File: src/rtl/core/assert_macros.svh
// Assertion macros shared by the TGA decoder RTL.
// No dependencies; taken in by `include where assertions are written.
`ifndef ASSERT_MACROS_SVH
`define ASSERT_MACROS_SVH

// Clocked assertion, disabled while reset is asserted (active low).
`define TGA_ASSERT(lbl, clk, rst_n, prop, msg) \
  lbl: assert property (@(posedge clk) disable iff (!(rst_n)) (prop)) else $error(msg);

// Clocked assertion checked in and out of reset.
`define TGA_ASSERT_ALWAYS(lbl, clk, prop, msg) \
  lbl: assert property (@(posedge clk) (prop)) else $error(msg);

`endif

File: src/rtl/core/tga_pkg.sv
// Package for the TGA RLE image decoder: parser phases, result kinds,
// header byte offsets, format codes and the structs passed between modules.
`timescale 1ns / 1ps

package tga_pkg;

  typedef enum logic [2:0] {
    PH_HEADER = 3'd0,
    PH_IDSKIP = 3'd1,
    PH_PKTHDR = 3'd2,
    PH_PIXEL  = 3'd3,
    PH_IDLE   = 3'd4
  } tga_phase_e;

  typedef enum logic [1:0] {
    KIND_SEG      = 2'd0,
    KIND_HDR      = 2'd1,
    KIND_BAD_TYPE = 2'd2,
    KIND_BAD_FMT  = 2'd3
  } tga_kind_e;

  // Header byte offsets
  localparam logic [4:0] HDR_ID_LEN    = 5'd0;
  localparam logic [4:0] HDR_CMAP_TYPE = 5'd1;
  localparam logic [4:0] HDR_IMG_TYPE  = 5'd2;
  localparam logic [4:0] HDR_WIDTH_LO  = 5'd12;
  localparam logic [4:0] HDR_WIDTH_HI  = 5'd13;
  localparam logic [4:0] HDR_HEIGHT_LO = 5'd14;
  localparam logic [4:0] HDR_HEIGHT_HI = 5'd15;
  localparam logic [4:0] HDR_DEPTH     = 5'd16;
  localparam logic [4:0] HDR_DESC      = 5'd17;

  localparam logic [7:0] TYPE_RAW     = 8'd2;
  localparam logic [7:0] TYPE_RLE     = 8'd10;
  localparam logic [7:0] DEPTH_24     = 8'd24;
  localparam logic [7:0] DEPTH_32     = 8'd32;
  localparam logic [7:0] ALPHA_OPAQUE = 8'd255;
  localparam logic [6:0] PKT_LEN_MASK = 7'h7f;
  localparam int unsigned PKT_RUN_BIT = 7;

  // Row/column divider: quotient is at most 128, two bits per cycle
  localparam int unsigned DIM_W      = 16;
  localparam int unsigned CNT_W      = 8;
  localparam int unsigned TOTAL_W    = DIM_W + 1;
  localparam int unsigned QUOT_W     = 8;
  localparam int unsigned DIV_BITS   = 2;
  localparam int unsigned DIV_CYCLES = QUOT_W / DIV_BITS;
  localparam int unsigned DIV_CNT_W  = $clog2(DIV_CYCLES);
  localparam int unsigned DSR_W      = DIM_W + QUOT_W - 1;
  localparam int unsigned AREA_W     = 2 * DIM_W;

  typedef struct packed {
    tga_kind_e          kind;
    logic [DIM_W-1:0]   seg_row;
    logic [DIM_W-1:0]   seg_column;
    logic [CNT_W-1:0]   seg_count;
    logic [7:0]         red;
    logic [7:0]         green;
    logic [7:0]         blue;
    logic [7:0]         alpha;
    logic [DIM_W-1:0]   image_width;
    logic [DIM_W-1:0]   image_height;
    logic               has_alpha;
    logic               image_done;
  } tga_res_t;

  typedef struct packed {
    logic               start;
    logic               kill;
    logic [TOTAL_W-1:0] dividend;
    logic [DIM_W-1:0]   divisor;
  } tga_div_req_t;

  typedef struct packed {
    logic               busy;
    logic               done;
    logic [QUOT_W-1:0]  quot;
    logic [DIM_W-1:0]   rem;
  } tga_div_res_t;

endpackage

File: src/rtl/core/tga_if.sv
// Valid/ready channel interfaces for the TGA decoder: byte input and result output.
// Depends on nothing.
`timescale 1ns / 1ps

interface tga_in_if;
  logic       valid;
  logic       ready;
  logic [7:0] data_byte;
  logic       first_byte;

  modport source (output valid, output data_byte, output first_byte, input ready);
  modport sink   (input valid, input data_byte, input first_byte, output ready);
endinterface

interface tga_out_if;
  logic        valid;
  logic        ready;
  logic [1:0]  kind;
  logic [15:0] seg_row;
  logic [15:0] seg_column;
  logic [7:0]  seg_count;
  logic [7:0]  red;
  logic [7:0]  green;
  logic [7:0]  blue;
  logic [7:0]  alpha;
  logic [15:0] image_width;
  logic [15:0] image_height;
  logic        has_alpha;
  logic        image_done;

  modport source (output valid, output kind, output seg_row, output seg_column,
                  output seg_count, output red, output green, output blue,
                  output alpha, output image_width, output image_height,
                  output has_alpha, output image_done, input ready);
  modport sink   (input valid, input kind, input seg_row, input seg_column,
                  input seg_count, input red, input green, input blue,
                  input alpha, input image_width, input image_height,
                  input has_alpha, input image_done, output ready);
endinterface

File: src/rtl/core/tga_div.sv
// Iterative divider that turns a run's end column into rows stepped and new column.
// Restoring division, two quotient bits per cycle. Depends on tga_pkg.
`timescale 1ns / 1ps

module tga_div (
  input  logic                  clk_i,
  input  logic                  rst_ni,
  input  tga_pkg::tga_div_req_t req_i,
  output tga_pkg::tga_div_res_t res_o
);

  logic                               busy_q, busy_d;
  logic                               done_q, done_d;
  logic [tga_pkg::DIV_CNT_W-1:0]      cnt_q, cnt_d;
  logic [tga_pkg::TOTAL_W-1:0]        rem_q, rem_d;
  logic [tga_pkg::DSR_W-1:0]          dsr_q, dsr_d;
  logic [tga_pkg::QUOT_W-1:0]         quot_q, quot_d;

  logic [tga_pkg::DSR_W-1:0] r0, r1, r2, d1;
  logic                      ge0, ge1;

  always_comb begin
    r0  = tga_pkg::DSR_W'(rem_q);
    ge0 = (r0 >= dsr_q);
    r1  = ge0 ? (r0 - dsr_q) : r0;
    d1  = dsr_q >> 1;
    ge1 = (r1 >= d1);
    r2  = ge1 ? (r1 - d1) : r1;
  end

  always_comb begin
    busy_d = busy_q;
    done_d = 1'b0;
    cnt_d  = cnt_q;
    rem_d  = rem_q;
    dsr_d  = dsr_q;
    quot_d = quot_q;
    if (req_i.kill) begin
      busy_d = 1'b0;
    end else if (req_i.start) begin
      busy_d = 1'b1;
      cnt_d  = '0;
      rem_d  = req_i.dividend;
      dsr_d  = {req_i.divisor, {(tga_pkg::QUOT_W-1){1'b0}}};
      quot_d = '0;
    end else if (busy_q) begin
      rem_d  = r2[tga_pkg::TOTAL_W-1:0];
      dsr_d  = d1 >> 1;
      quot_d = {quot_q[tga_pkg::QUOT_W-tga_pkg::DIV_BITS-1:0], ge0, ge1};
      cnt_d  = cnt_q + 1'b1;
      if (cnt_q == tga_pkg::DIV_CNT_W'(tga_pkg::DIV_CYCLES - 1)) begin
        busy_d = 1'b0;
        done_d = 1'b1;
      end
    end
  end

  always_ff @(posedge clk_i or negedge rst_ni) begin
    if (!rst_ni) begin
      busy_q <= 1'b0;
      done_q <= 1'b0;
      cnt_q  <= '0;
    end else begin
      busy_q <= busy_d;
      done_q <= done_d;
      cnt_q  <= cnt_d;
    end
  end

  always_ff @(posedge clk_i) begin
    rem_q  <= rem_d;
    dsr_q  <= dsr_d;
    quot_q <= quot_d;
  end

  assign res_o.busy = busy_q;
  assign res_o.done = done_q;
  assign res_o.quot = quot_q;
  assign res_o.rem  = rem_q[tga_pkg::DIM_W-1:0];

endmodule

File: src/rtl/core/tga_parse.sv
// TGA header parser and pixel segment builder: parser state and result logic.
// Depends on tga_pkg and assert_macros.svh; hands long runs to tga_div.
`timescale 1ns / 1ps
`include "assert_macros.svh"

module tga_parse (
  input  logic                  clk_i,
  input  logic                  rst_ni,
  input  logic                  adv_i,
  input  logic [7:0]            byte_i,
  input  logic                  first_i,
  output logic                  stall_o,
  output logic                  res_vld_o,
  output tga_pkg::tga_res_t     res_o,
  output tga_pkg::tga_div_req_t div_req_o,
  input  tga_pkg::tga_div_res_t div_res_i
);

  tga_pkg::tga_phase_e phase_q, phase_d, phase_c;
  logic [4:0]                        idx_q, idx_d, idx_c;
  logic [7:0]                        id_skip_q, id_skip_d;
  logic                              is_rle_q, is_rle_d;
  logic                              four_q, four_d;
  logic [tga_pkg::DIM_W-1:0]         width_q, width_d;
  logic [tga_pkg::DIM_W-1:0]         height_q, height_d;
  logic [tga_pkg::CNT_W-1:0]         pkt_left_q, pkt_left_d;
  logic                              pkt_run_q, pkt_run_d;
  logic [1:0]                        cidx_q, cidx_d;
  logic [23:0]                       colour_q, colour_d;
  logic [tga_pkg::DIM_W-1:0]         row_q, row_d;
  logic [tga_pkg::DIM_W-1:0]         col_q, col_d;
  logic                              cmap_bad_q, cmap_bad_d;
  logic [tga_pkg::AREA_W-1:0]        rem_q, rem_d;

  // Shared datapath
  logic [1:0]                        last_idx;
  logic                              seg_need;
  logic                              div_pend;
  logic                              type_bad;
  logic                              depth_bad;
  logic                              empty_img;
  logic [23:0]                       colour_new;
  logic [tga_pkg::CNT_W-1:0]         count_raw;
  logic [tga_pkg::CNT_W-1:0]         count_cap;
  logic                              seg_done;
  logic [tga_pkg::TOTAL_W-1:0]       total, width_ext, over;
  logic                              wrap0, wrap1;
  logic [tga_pkg::AREA_W-1:0]        area, count_ext;

  assign phase_c = first_i ? tga_pkg::PH_HEADER : phase_q;
  assign idx_c   = first_i ? 5'd0 : idx_q;

  always_comb begin
    last_idx   = four_q ? 2'd3 : 2'd2;
    seg_need   = (phase_c == tga_pkg::PH_PIXEL) && (cidx_q == last_idx);
    div_pend   = div_res_i.busy || div_res_i.done;
    type_bad   = (byte_i != tga_pkg::TYPE_RAW) && (byte_i != tga_pkg::TYPE_RLE);
    depth_bad  = (byte_i != tga_pkg::DEPTH_24) && (byte_i != tga_pkg::DEPTH_32);
    empty_img  = (width_q == '0) || (height_q == '0);
    area       = width_q * height_q;

    colour_new = colour_q;
    case (cidx_q)
      2'd0:    colour_new[7:0]   = byte_i;
      2'd1:    colour_new[15:8]  = byte_i;
      2'd2:    colour_new[23:16] = byte_i;
      default: colour_new        = colour_q;
    endcase

    count_raw = (is_rle_q && pkt_run_q) ? pkt_left_q : tga_pkg::CNT_W'(1);
    if (count_raw == '0) begin
      count_raw = tga_pkg::CNT_W'(1);
    end
    count_ext = tga_pkg::AREA_W'(count_raw);
    seg_done  = (count_ext >= rem_q);
    count_cap = seg_done ? rem_q[tga_pkg::CNT_W-1:0] : count_raw;

    // Column update: up to one row crossing is handled here, more goes to the divider
    total     = tga_pkg::TOTAL_W'(col_q) + tga_pkg::TOTAL_W'(count_raw);
    width_ext = tga_pkg::TOTAL_W'(width_q);
    over      = total - width_ext;
    wrap0     = (total < width_ext);
    wrap1     = (over < width_ext);
  end

  // Hold the segment while the divider still owes the previous run's position
  assign stall_o = seg_need && div_pend;

  // Next state
  always_comb begin
    phase_d    = phase_q;
    idx_d      = idx_q;
    id_skip_d  = id_skip_q;
    is_rle_d   = is_rle_q;
    four_d     = four_q;
    width_d    = width_q;
    height_d   = height_q;
    pkt_left_d = pkt_left_q;
    pkt_run_d  = pkt_run_q;
    cidx_d     = cidx_q;
    colour_d   = colour_q;
    row_d      = row_q;
    col_d      = col_q;
    cmap_bad_d = cmap_bad_q;
    rem_d      = rem_q;
    div_req_o.start    = 1'b0;
    div_req_o.kill     = adv_i && first_i;
    div_req_o.dividend = total;
    div_req_o.divisor  = width_q;

    if (div_res_i.done) begin
      row_d = row_q - tga_pkg::DIM_W'(div_res_i.quot);
      col_d = div_res_i.rem;
    end

    if (adv_i) begin
      if (first_i) begin
        phase_d    = tga_pkg::PH_HEADER;
        idx_d      = '0;
        id_skip_d  = '0;
        is_rle_d   = 1'b0;
        four_d     = 1'b0;
        width_d    = '0;
        height_d   = '0;
        pkt_left_d = '0;
        pkt_run_d  = 1'b0;
        cidx_d     = '0;
        colour_d   = '0;
        row_d      = '0;
        col_d      = '0;
        cmap_bad_d = 1'b0;
        rem_d      = '0;
      end

      unique case (phase_c)
        tga_pkg::PH_HEADER: begin
          idx_d = idx_c + 5'd1;
          unique case (idx_c)
            tga_pkg::HDR_ID_LEN:    id_skip_d  = byte_i;
            tga_pkg::HDR_CMAP_TYPE: cmap_bad_d = (byte_i != '0);
            tga_pkg::HDR_IMG_TYPE: begin
              if (type_bad) begin
                phase_d = tga_pkg::PH_IDLE;
              end else begin
                is_rle_d = (byte_i == tga_pkg::TYPE_RLE);
                if (cmap_bad_q) begin
                  phase_d = tga_pkg::PH_IDLE;
                end
              end
            end
            tga_pkg::HDR_WIDTH_LO:  width_d  = {8'd0, byte_i};
            tga_pkg::HDR_WIDTH_HI:  width_d  = {byte_i, width_q[7:0]};
            tga_pkg::HDR_HEIGHT_LO: height_d = {8'd0, byte_i};
            tga_pkg::HDR_HEIGHT_HI: height_d = {byte_i, height_q[7:0]};
            tga_pkg::HDR_DEPTH: begin
              if (depth_bad) begin
                phase_d = tga_pkg::PH_IDLE;
              end else begin
                four_d = (byte_i == tga_pkg::DEPTH_32);
              end
            end
            tga_pkg::HDR_DESC: begin
              row_d = height_q - tga_pkg::DIM_W'(1);
              col_d = '0;
              rem_d = area;
              if (empty_img) begin
                phase_d = tga_pkg::PH_IDLE;
              end else if (id_skip_q != '0) begin
                phase_d = tga_pkg::PH_IDSKIP;
              end else begin
                cidx_d  = '0;
                phase_d = is_rle_q ? tga_pkg::PH_PKTHDR : tga_pkg::PH_PIXEL;
              end
            end
            default: ;
          endcase
        end

        tga_pkg::PH_IDSKIP: begin
          id_skip_d = id_skip_q - 8'd1;
          if (id_skip_q == 8'd1) begin
            cidx_d  = '0;
            phase_d = is_rle_q ? tga_pkg::PH_PKTHDR : tga_pkg::PH_PIXEL;
          end
        end

        tga_pkg::PH_PKTHDR: begin
          pkt_left_d = {1'b0, byte_i[6:0] & tga_pkg::PKT_LEN_MASK} + 8'd1;
          pkt_run_d  = byte_i[tga_pkg::PKT_RUN_BIT];
          cidx_d     = '0;
          phase_d    = tga_pkg::PH_PIXEL;
        end

        tga_pkg::PH_PIXEL: begin
          colour_d = colour_new;
          if (cidx_q != last_idx) begin
            cidx_d = cidx_q + 2'd1;
          end else begin
            cidx_d = '0;
            if (width_q == '0) begin
              phase_d = tga_pkg::PH_IDLE;
            end else if (seg_done) begin
              phase_d = tga_pkg::PH_IDLE;
            end else begin
              rem_d = rem_q - count_ext;
              if (wrap0) begin
                col_d = total[tga_pkg::DIM_W-1:0];
              end else if (wrap1) begin
                col_d = over[tga_pkg::DIM_W-1:0];
                row_d = row_q - tga_pkg::DIM_W'(1);
              end else begin
                div_req_o.start = 1'b1;
              end
              if (is_rle_q) begin
                if (pkt_run_q) begin
                  phase_d = tga_pkg::PH_PKTHDR;
                end else begin
                  pkt_left_d = pkt_left_q - 8'd1;
                  if (pkt_left_q == 8'd1) begin
                    phase_d = tga_pkg::PH_PKTHDR;
                  end
                end
              end
            end
          end
        end

        default: ;
      endcase
    end
  end

  // Result
  always_comb begin
    res_vld_o = 1'b0;
    res_o     = '0;
    unique case (phase_c)
      tga_pkg::PH_HEADER: begin
        if (idx_c == tga_pkg::HDR_IMG_TYPE) begin
          if (type_bad) begin
            res_vld_o        = 1'b1;
            res_o.kind       = tga_pkg::KIND_BAD_TYPE;
            res_o.image_done = 1'b1;
          end else if (cmap_bad_q) begin
            res_vld_o        = 1'b1;
            res_o.kind       = tga_pkg::KIND_BAD_FMT;
            res_o.image_done = 1'b1;
          end
        end else if (idx_c == tga_pkg::HDR_DEPTH) begin
          if (depth_bad) begin
            res_vld_o        = 1'b1;
            res_o.kind       = tga_pkg::KIND_BAD_FMT;
            res_o.image_done = 1'b1;
          end
        end else if (idx_c == tga_pkg::HDR_DESC) begin
          res_vld_o          = 1'b1;
          res_o.kind         = tga_pkg::KIND_HDR;
          res_o.image_width  = width_q;
          res_o.image_height = height_q;
          res_o.has_alpha    = four_q;
          res_o.image_done   = empty_img;
        end
      end
      tga_pkg::PH_PIXEL: begin
        if (seg_need && (width_q != '0)) begin
          res_vld_o        = 1'b1;
          res_o.kind       = tga_pkg::KIND_SEG;
          res_o.seg_row    = row_q;
          res_o.seg_column = col_q;
          res_o.seg_count  = count_cap;
          res_o.red        = colour_new[23:16];
          res_o.green      = colour_new[15:8];
          res_o.blue       = colour_new[7:0];
          res_o.alpha      = four_q ? byte_i : tga_pkg::ALPHA_OPAQUE;
          res_o.has_alpha  = four_q;
          res_o.image_done = seg_done;
        end
      end
      default: ;
    endcase
  end

  always_ff @(posedge clk_i or negedge rst_ni) begin
    if (!rst_ni) begin
      phase_q    <= tga_pkg::PH_HEADER;
      idx_q      <= '0;
      id_skip_q  <= '0;
      is_rle_q   <= 1'b0;
      four_q     <= 1'b0;
      width_q    <= '0;
      height_q   <= '0;
      pkt_left_q <= '0;
      pkt_run_q  <= 1'b0;
      cidx_q     <= '0;
      colour_q   <= '0;
      row_q      <= '0;
      col_q      <= '0;
      cmap_bad_q <= 1'b0;
      rem_q      <= '0;
    end else begin
      phase_q    <= phase_d;
      idx_q      <= idx_d;
      id_skip_q  <= id_skip_d;
      is_rle_q   <= is_rle_d;
      four_q     <= four_d;
      width_q    <= width_d;
      height_q   <= height_d;
      pkt_left_q <= pkt_left_d;
      pkt_run_q  <= pkt_run_d;
      cidx_q     <= cidx_d;
      colour_q   <= colour_d;
      row_q      <= row_d;
      col_q      <= col_d;
      cmap_bad_q <= cmap_bad_d;
      rem_q      <= rem_d;
    end
  end

  `TGA_ASSERT(a_div_start_idle, clk_i, rst_ni, div_req_o.start |-> !div_pend, "divider restarted while busy")
  `TGA_ASSERT(a_pixel_width, clk_i, rst_ni, (phase_q == tga_pkg::PH_PIXEL) |-> (width_q != '0), "pixel phase with zero width")
  `TGA_ASSERT(a_pixels_left, clk_i, rst_ni, (phase_q == tga_pkg::PH_PIXEL || phase_q == tga_pkg::PH_PKTHDR) |-> (rem_q != '0), "pixel data phase with no pixels left")
  `TGA_ASSERT(a_col_range, clk_i, rst_ni, (phase_q == tga_pkg::PH_PIXEL && !div_pend) |-> (col_q < width_q), "column beyond image width")

endmodule

File: src/rtl/core/tga_rle_image_decoder_top.sv
// Top level of the TGA RLE image decoder: input register, result register,
// parser and row divider. Depends on tga_pkg, tga_if, tga_parse and tga_div.
//
//   port    dir  handshake     carries
//   in_i    in   valid/ready   data_byte, first_byte
//   out_o   out  valid/ready   kind, segment position/count, RGBA, header info
//
// One file byte is taken per cycle unless the parser stalls or the byte's result
// meets a full result register with out_o.ready low; results leave from that register.
// A run that crosses more than one row boundary starts the row divider;
// the next pixel segment waits until the divider has delivered the new position.
// Reset clears all parser state at once; the first byte after reset is header byte 0.
// A full result register with out_o.ready low holds only bytes that make a result.
`timescale 1ns / 1ps

module tga_rle_image_decoder_top (
  input  logic           clk_i,
  input  logic           rst_ni,
  tga_in_if.sink         in_i,
  tga_out_if.source      out_o
);

  logic                  in_vld_q, in_vld_d;
  logic [7:0]            in_byte_q;
  logic                  in_first_q;
  logic                  out_vld_q, out_vld_d;
  tga_pkg::tga_res_t     out_q;

  logic                  adv;
  logic                  stall;
  logic                  res_vld;
  tga_pkg::tga_res_t     res;
  tga_pkg::tga_div_req_t div_req;
  tga_pkg::tga_div_res_t div_res;

  // Advance the registered byte unless the parser stalls or its result has nowhere to go
  assign adv = in_vld_q && !stall && (!res_vld || !out_vld_q || out_o.ready);
  assign in_i.ready = !in_vld_q || adv;

  always_comb begin
    in_vld_d = in_vld_q;
    if (in_i.valid && in_i.ready) begin
      in_vld_d = 1'b1;
    end else if (adv) begin
      in_vld_d = 1'b0;
    end
    out_vld_d = out_vld_q;
    if (adv && res_vld) begin
      out_vld_d = 1'b1;
    end else if (out_o.ready) begin
      out_vld_d = 1'b0;
    end
  end

  always_ff @(posedge clk_i or negedge rst_ni) begin
    if (!rst_ni) begin
      in_vld_q  <= 1'b0;
      out_vld_q <= 1'b0;
    end else begin
      in_vld_q  <= in_vld_d;
      out_vld_q <= out_vld_d;
    end
  end

  always_ff @(posedge clk_i) begin
    if (in_i.valid && in_i.ready) begin
      in_byte_q  <= in_i.data_byte;
      in_first_q <= in_i.first_byte;
    end
    if (adv && res_vld) begin
      out_q <= res;
    end
  end

  tga_parse u_parse (
    .clk_i     (clk_i),
    .rst_ni    (rst_ni),
    .adv_i     (adv),
    .byte_i    (in_byte_q),
    .first_i   (in_first_q),
    .stall_o   (stall),
    .res_vld_o (res_vld),
    .res_o     (res),
    .div_req_o (div_req),
    .div_res_i (div_res)
  );

  tga_div u_div (
    .clk_i  (clk_i),
    .rst_ni (rst_ni),
    .req_i  (div_req),
    .res_o  (div_res)
  );

  assign out_o.valid        = out_vld_q;
  assign out_o.kind         = out_q.kind;
  assign out_o.seg_row      = out_q.seg_row;
  assign out_o.seg_column   = out_q.seg_column;
  assign out_o.seg_count    = out_q.seg_count;
  assign out_o.red          = out_q.red;
  assign out_o.green        = out_q.green;
  assign out_o.blue         = out_q.blue;
  assign out_o.alpha        = out_q.alpha;
  assign out_o.image_width  = out_q.image_width;
  assign out_o.image_height = out_q.image_height;
  assign out_o.has_alpha    = out_q.has_alpha;
  assign out_o.image_done   = out_q.image_done;

endmodule
File: src/flat_wrapper.sv
// flat-port wrapper written by rule: the top's interface ports become plain ports
module tga_rle_image_decoder_top_flat 
  (clk_i, rst_ni, in_i_valid, in_i_data_byte, in_i_first_byte, in_i_ready, out_o_valid, out_o_kind, out_o_seg_row, out_o_seg_column, out_o_seg_count, out_o_red, out_o_green, out_o_blue, out_o_alpha, out_o_image_width, out_o_image_height, out_o_has_alpha, out_o_image_done, out_o_ready);
  tga_in_if in_i_i ();
  tga_out_if out_o_i ();
  input  logic clk_i;
  input  logic rst_ni;
  input wire logic [$bits(in_i_i.valid)-1:0] in_i_valid;
  input wire logic [$bits(in_i_i.data_byte)-1:0] in_i_data_byte;
  input wire logic [$bits(in_i_i.first_byte)-1:0] in_i_first_byte;
  output wire logic [$bits(in_i_i.ready)-1:0] in_i_ready;
  output wire logic [$bits(out_o_i.valid)-1:0] out_o_valid;
  output wire logic [$bits(out_o_i.kind)-1:0] out_o_kind;
  output wire logic [$bits(out_o_i.seg_row)-1:0] out_o_seg_row;
  output wire logic [$bits(out_o_i.seg_column)-1:0] out_o_seg_column;
  output wire logic [$bits(out_o_i.seg_count)-1:0] out_o_seg_count;
  output wire logic [$bits(out_o_i.red)-1:0] out_o_red;
  output wire logic [$bits(out_o_i.green)-1:0] out_o_green;
  output wire logic [$bits(out_o_i.blue)-1:0] out_o_blue;
  output wire logic [$bits(out_o_i.alpha)-1:0] out_o_alpha;
  output wire logic [$bits(out_o_i.image_width)-1:0] out_o_image_width;
  output wire logic [$bits(out_o_i.image_height)-1:0] out_o_image_height;
  output wire logic [$bits(out_o_i.has_alpha)-1:0] out_o_has_alpha;
  output wire logic [$bits(out_o_i.image_done)-1:0] out_o_image_done;
  input wire logic [$bits(out_o_i.ready)-1:0] out_o_ready;
  assign in_i_i.valid = in_i_valid;
  assign in_i_i.data_byte = in_i_data_byte;
  assign in_i_i.first_byte = in_i_first_byte;
  assign in_i_ready = in_i_i.ready;
  assign out_o_valid = out_o_i.valid;
  assign out_o_kind = out_o_i.kind;
  assign out_o_seg_row = out_o_i.seg_row;
  assign out_o_seg_column = out_o_i.seg_column;
  assign out_o_seg_count = out_o_i.seg_count;
  assign out_o_red = out_o_i.red;
  assign out_o_green = out_o_i.green;
  assign out_o_blue = out_o_i.blue;
  assign out_o_alpha = out_o_i.alpha;
  assign out_o_image_width = out_o_i.image_width;
  assign out_o_image_height = out_o_i.image_height;
  assign out_o_has_alpha = out_o_i.has_alpha;
  assign out_o_image_done = out_o_i.image_done;
  assign out_o_i.ready = out_o_ready;
  tga_rle_image_decoder_top u_core (.clk_i(clk_i), .rst_ni(rst_ni), .in_i(in_i_i), .out_o(out_o_i));
endmodule
File: config.mk
export PLATFORM = sky130hd
export DESIGN_NAME = tga_rle_image_decoder_top_flat
export DESIGN_NICKNAME = d
export VERILOG_FILES = /design/src/rtl/core/tga_pkg.sv /design/src/rtl/core/tga_if.sv /design/src/rtl/core/tga_div.sv /design/src/rtl/core/tga_parse.sv /design/src/rtl/core/tga_rle_image_decoder_top.sv /design/src/flat_wrapper.sv
export VERILOG_INCLUDE_DIRS = /design/src /design/src/rtl/core
export SDC_FILE = /design/constraint.sdc
export NUM_CORES = 2
export LEC_CHECK = 0
export BUFFER_PORTS_ARGS = -buffer_cell sky130_fd_sc_hd__buf_2
export CORE_ASPECT_RATIO = 0.7
export CORE_MARGIN = 8
export CORE_UTILIZATION = 40
export CTS_CLUSTER_DIAMETER = 120
export DETAILED_ROUTE_END_ITERATION = 16
export GPL_TIMING_DRIVEN = 0
export REMOVE_ABC_BUFFERS = 1
export SLEW_MARGIN = 10
export SYNTH_ARGS = -nofsm -noshare
export SYNTH_HDL_FRONTEND = slang
export SYNTH_SLANG_ARGS = --single-unit
File: constraint.sdc
create_clock -name clk_i -period 12.1 [get_ports clk_i]
set_input_delay 2.42 -clock clk_i [delete_from_list [all_inputs] [get_ports clk_i]]
set_output_delay 2.42 -clock clk_i [all_outputs]
set_load 0.02 [all_outputs]
==> results.yml <==
yosys:
  ys_warn_count: 0
  synth_edf_count: 165
  synth_flop_cell: "edfxtp_1"
  synth_top_family_by_area: "adder cells"
  synthDistinctLibCells: 110
  async_flop_share: 0.486
  synth_mux_area_frac: 0.0289
  syn_area_mm2: 0.0290
  synth-simple-area-share: 0.166
  synth_xor_area_frac: 0.0359
  synth_compound_area_frac: 0.162
  ys_seq_area_frac: 0.306
  syn_inst: 3151
  synth_seq_cells: 321
  synth_area_per_cell_um2: 9.20
  synthAdderAreaFrac: 0.232
cts:
  cts.clk_slew.worst_paths_ns: 0.06
  cts-buffers-inserted: 38
  cts_max_level: 2
  cts_hold_buf: 0
  cts_resized: 0
  cts_tree: "yes"
  worstSkewPairLatency_ns: 0.56
  cts.sinks: 321
  cts-root-buf: "clkbuf_16"
  post_cts_buffers: 0
  clockBufferDepth: 3
power_and_ir_drop:
  p_leak_nw: 13.6
  switchingPower_mw: 0.687
  sequentialPowerShare: 0.473
  clkPwrFrac: 0.439
  p_int_mw: 1.91
  peakVddDrop_mv: 0.0866
  powerDensity_mw_per_mm2: 82.1
  power_switching_share: 0.264
  combPwrFrac: 0.088
drt:
  drtAntennaViolNets: 0
  detail_route.first_pass.iterations: 6
  vias_per_cell: 5.62
  wl_mm: 84.0
  wl_per_cell_um: 20.2
  drc: 0
  vias: 23400
  drt_iter0_markers: 2206
critical_path:
  r2r_cells: 26
  cp_slowest_stage_delay_ns: 0.74
  worstSetupPathType: "reg -> reg"
  startpoint_type: "register"
  r2r_start: "u_core.u_parse.is_rle_q$_DFFE_PN0P_"
  cp-end-kind: "register"
  regToRegSetupSlack_ns: 3.31
  crit_fanout: 31
  slowest_stage: "or3b_1"
  reg2reg_to: "u_core.u_div.dsr_q[19]$_DFFE_PP_"
  cp.required_ns: 12.39
  cp_common_cell: "ha_1"
  crit_arrival_ns: 9.08
grt:
  busiest_layer: "met1"
  grtUsageMet2: 0.299
  grt_overflow: 0
  grt_pass1_vias: 22500
  use_met3: 0.0342
  grt_pass1_wl_mm: 133
  grt_antenna_before_repair: 0
  grt_max_degree: 89
  track_usage: 0.204
  use_met1: 0.310
die:
  dieWidth_um: 338
  core_mm2: 0.0716
  fp.dieH_um: 241
  rows: 82
  io_pins: 123
  start_util: 0.405
  die_area_mm2: 0.0815
run:
  cap_violations: 0
timing:
  relSlewSlack: 0.152
  hold_violations: 0
  fin_crit_sh: 0.727
  timing.final.crit_period_ns: 8.79
  rsz0062_at_grt: "false"
  timing.hold.ws_ns: 0.489
  fin_skew_ns: 0.0135
  max_freq_ghz: 0.114
  finalSetupViolCount: 0
  worst_pin_slew_ns: 1.27
  fin_ws_ns: 3.31
  slew_violations: 0
cells_and_area:
  syn_to_final_growth_pct: 9.29
  fin_util: 0.442
  layout.nets: 3589
  drive_gt1_frac: 0.0881
  diodes: 0
place:
  place_hpwl_mm: 62.1
  dp_slack_ns: 3.55
  gp_congestion: 0.910
  portBuffers: 122
worst_hold_path:
  holdPathEnd: "u_core.u_parse.colour_q[10]$_DFFE_PN0P_"
  hold_depth: 1
  min_from: "u_core.u_parse.colour_q[10]$_DFFE_PN0P_"
  min_path_type: "reg -> reg"
status:
  status: "finished clean"
==> cell type report <==
type                            instances  area (um^2)
Clock buffer                           49         1040
Clock inverter                         21          175
Fill cell                            7039        39900
Inverter                              345         1290
Multi-Input combinational cell       2316        18200
Sequential cell                       321         8860
Tap cell                              966         1210
Timing Repair Buffer                  137          923
==> cells by family (layout without fill, tap and decap cells) <==
| kind of cell | after synthesis | in the layout |
|---|---|---|
| muxes | 81 | 81 |
| AOI/OAI and AO/OA | 687 | 687 |
| adders and majority gates | 417 | 417 |
| xor gates and xnor gates | 119 | 119 |
| DFF | 321 | 321 |
| and+or+nand+nor | 1012 | 1012 |
| buffers and inverters | 514 | 552 |
==> metrics by stage <==
stage               power (mW)  instances  setup TNS [ns]  cell area, um^2
finish                    2.60       4155               0            31700
global route              2.70       4155               0            31700
CTS                       2.62       4155               0            31700
floorplan                 1.38       2982               0            28300
detailed placement        1.48       4085               0            30500
global placement          1.48       4070         -349.12            30100
==> cells in the mapped netlist (7+ instances only) <==
master / n / area [um^2]
mux2_2: 20 / 225
clkbuf_1: 123 / 462
a32o_1: 30 / 300
o21a_1: 22 / 165
or4_1: 9 / 67.6
o211ai_1: 12 / 90.1
a221o_1: 9 / 90.1
xnor2_1: 73 / 639
o31a_1: 10 / 87.6
mux2i_1: 60 / 601
a21oi_1: 155 / 776
fa_1: 200 / 4000
inv_1: 342 / 1280
nand2b_1: 21 / 131
a211oi_1: 15 / 113
o22ai_1: 14 / 87.6
nand3_1: 44 / 220
dfrtp_1: 156 / 3900
o21ai_1: 19 / 95.1
a31oi_1: 26 / 163
nor2b_1: 20 / 125
ha_1: 217 / 2720
and3_1: 30 / 188
a22oi_1: 7 / 52.6
o21ai_0: 156 / 781
nor2_1: 256 / 961
a22o_1: 33 / 289
o221ai_1: 20 / 175
and2_1: 116 / 726
nor3_1: 69 / 345
a2111oi_0: 7 / 61.3
or2_2: 9 / 56.3
o21bai_1: 11 / 82.6
nor4_1: 29 / 181
a21o_1: 40 / 300
buf_2: 28 / 140
or3_1: 14 / 87.6
nand4_1: 17 / 106
o31ai_1: 17 / 128
xor2_1: 46 / 403
nand2_1: 341 / 1280
edfxtp_1: 165 / 4950
==> worst max path at each step <==
stage / start / endpoint / slack, ns
detailed placement: u_core.u_parse.is_rle_q$_DFFE_PN0P_ / u_core.u_div.dsr_q[19]$_DFFE_PP_ / 3.55
floorplan: u_core.in_first_q$_DFFE_PP_ / u_core.out_o.alpha[0]$_SDFFCE_PN0P_ / 3.40
global route: u_core.u_parse.is_rle_q$_DFFE_PN0P_ / u_core.u_div.dsr_q[19]$_DFFE_PP_ / 2.82
CTS: u_core.u_parse.is_rle_q$_DFFE_PN0P_ / u_core.u_div.dsr_q[19]$_DFFE_PP_ / 3.48
finish: u_core.u_parse.is_rle_q$_DFFE_PN0P_ / u_core.u_div.dsr_q[19]$_DFFE_PP_ / 3.31
global placement: u_core.in_first_q$_DFFE_PP_ / u_core.out_o.image_width[13]$_SDFFCE_PP0P_ / -3.12
==> layer usage <==
layer,wire [um],vias up
met5,0,-
met4,2120,0
met3,6340,120
met2,35000,806
met1,40500,11500
li1,-,10900
==> cell usage in the layout, fill, tap and decap left out, drive strengths merged, types with 31 or more instances in the layout <==
cell type  instances
inv              344
nand2            343
nor2             262
ha               217
fa               200
o21ai            182
edfxtp           165
a21oi            157
dfrtp            156
buf              137
and2             116
xnor2             73
nor3              70
mux2i             60
clkbuf            49
xor2              46
nand3             45
a21o              40
a22o              33
nor4              31
==> worst max-delay path, delay by kind of cell (launching register included) <==
kind,cells,cell delay [ns]
AO/OA/AOI/OAI,11,2.86
buffers and inverters,3,0.55
adder cells (fa/ha/maj),4,1.43
flip-flops,1,0.56
XOR/XNOR,2,0.42
AND/OR/NAND/NOR,6,2.60
==> registers in the layout (all words and copies together) (netlist names), 16 cells and up <==
name                       flops
u_core.out_o.image_height     16
u_core.out_o.image_width      16
u_core.out_o.seg_column       16
u_core.out_o.seg_row          16
u_core.u_div.dsr_q            23
u_core.u_div.rem_q            17
u_core.u_parse.col_q          16
u_core.u_parse.colour_q       24
u_core.u_parse.height_q       16
u_core.u_parse.rem_q          32
u_core.u_parse.row_q          16
u_core.u_parse.width_q        16
==> power by group through the flow <==
stage | Combinational, mW | Clock [mW] | Sequential [mW]
global placement | 0.216 | 0 | 1.26
floorplan | 0.116 | 0 | 1.27
global route | 0.253 | 1.21 | 1.23
finish | 0.230 | 1.14 | 1.23
CTS | 0.230 | 1.16 | 1.23
detailed placement | 0.229 | 0 | 1.25
Power figures use the tool's default switching activity.
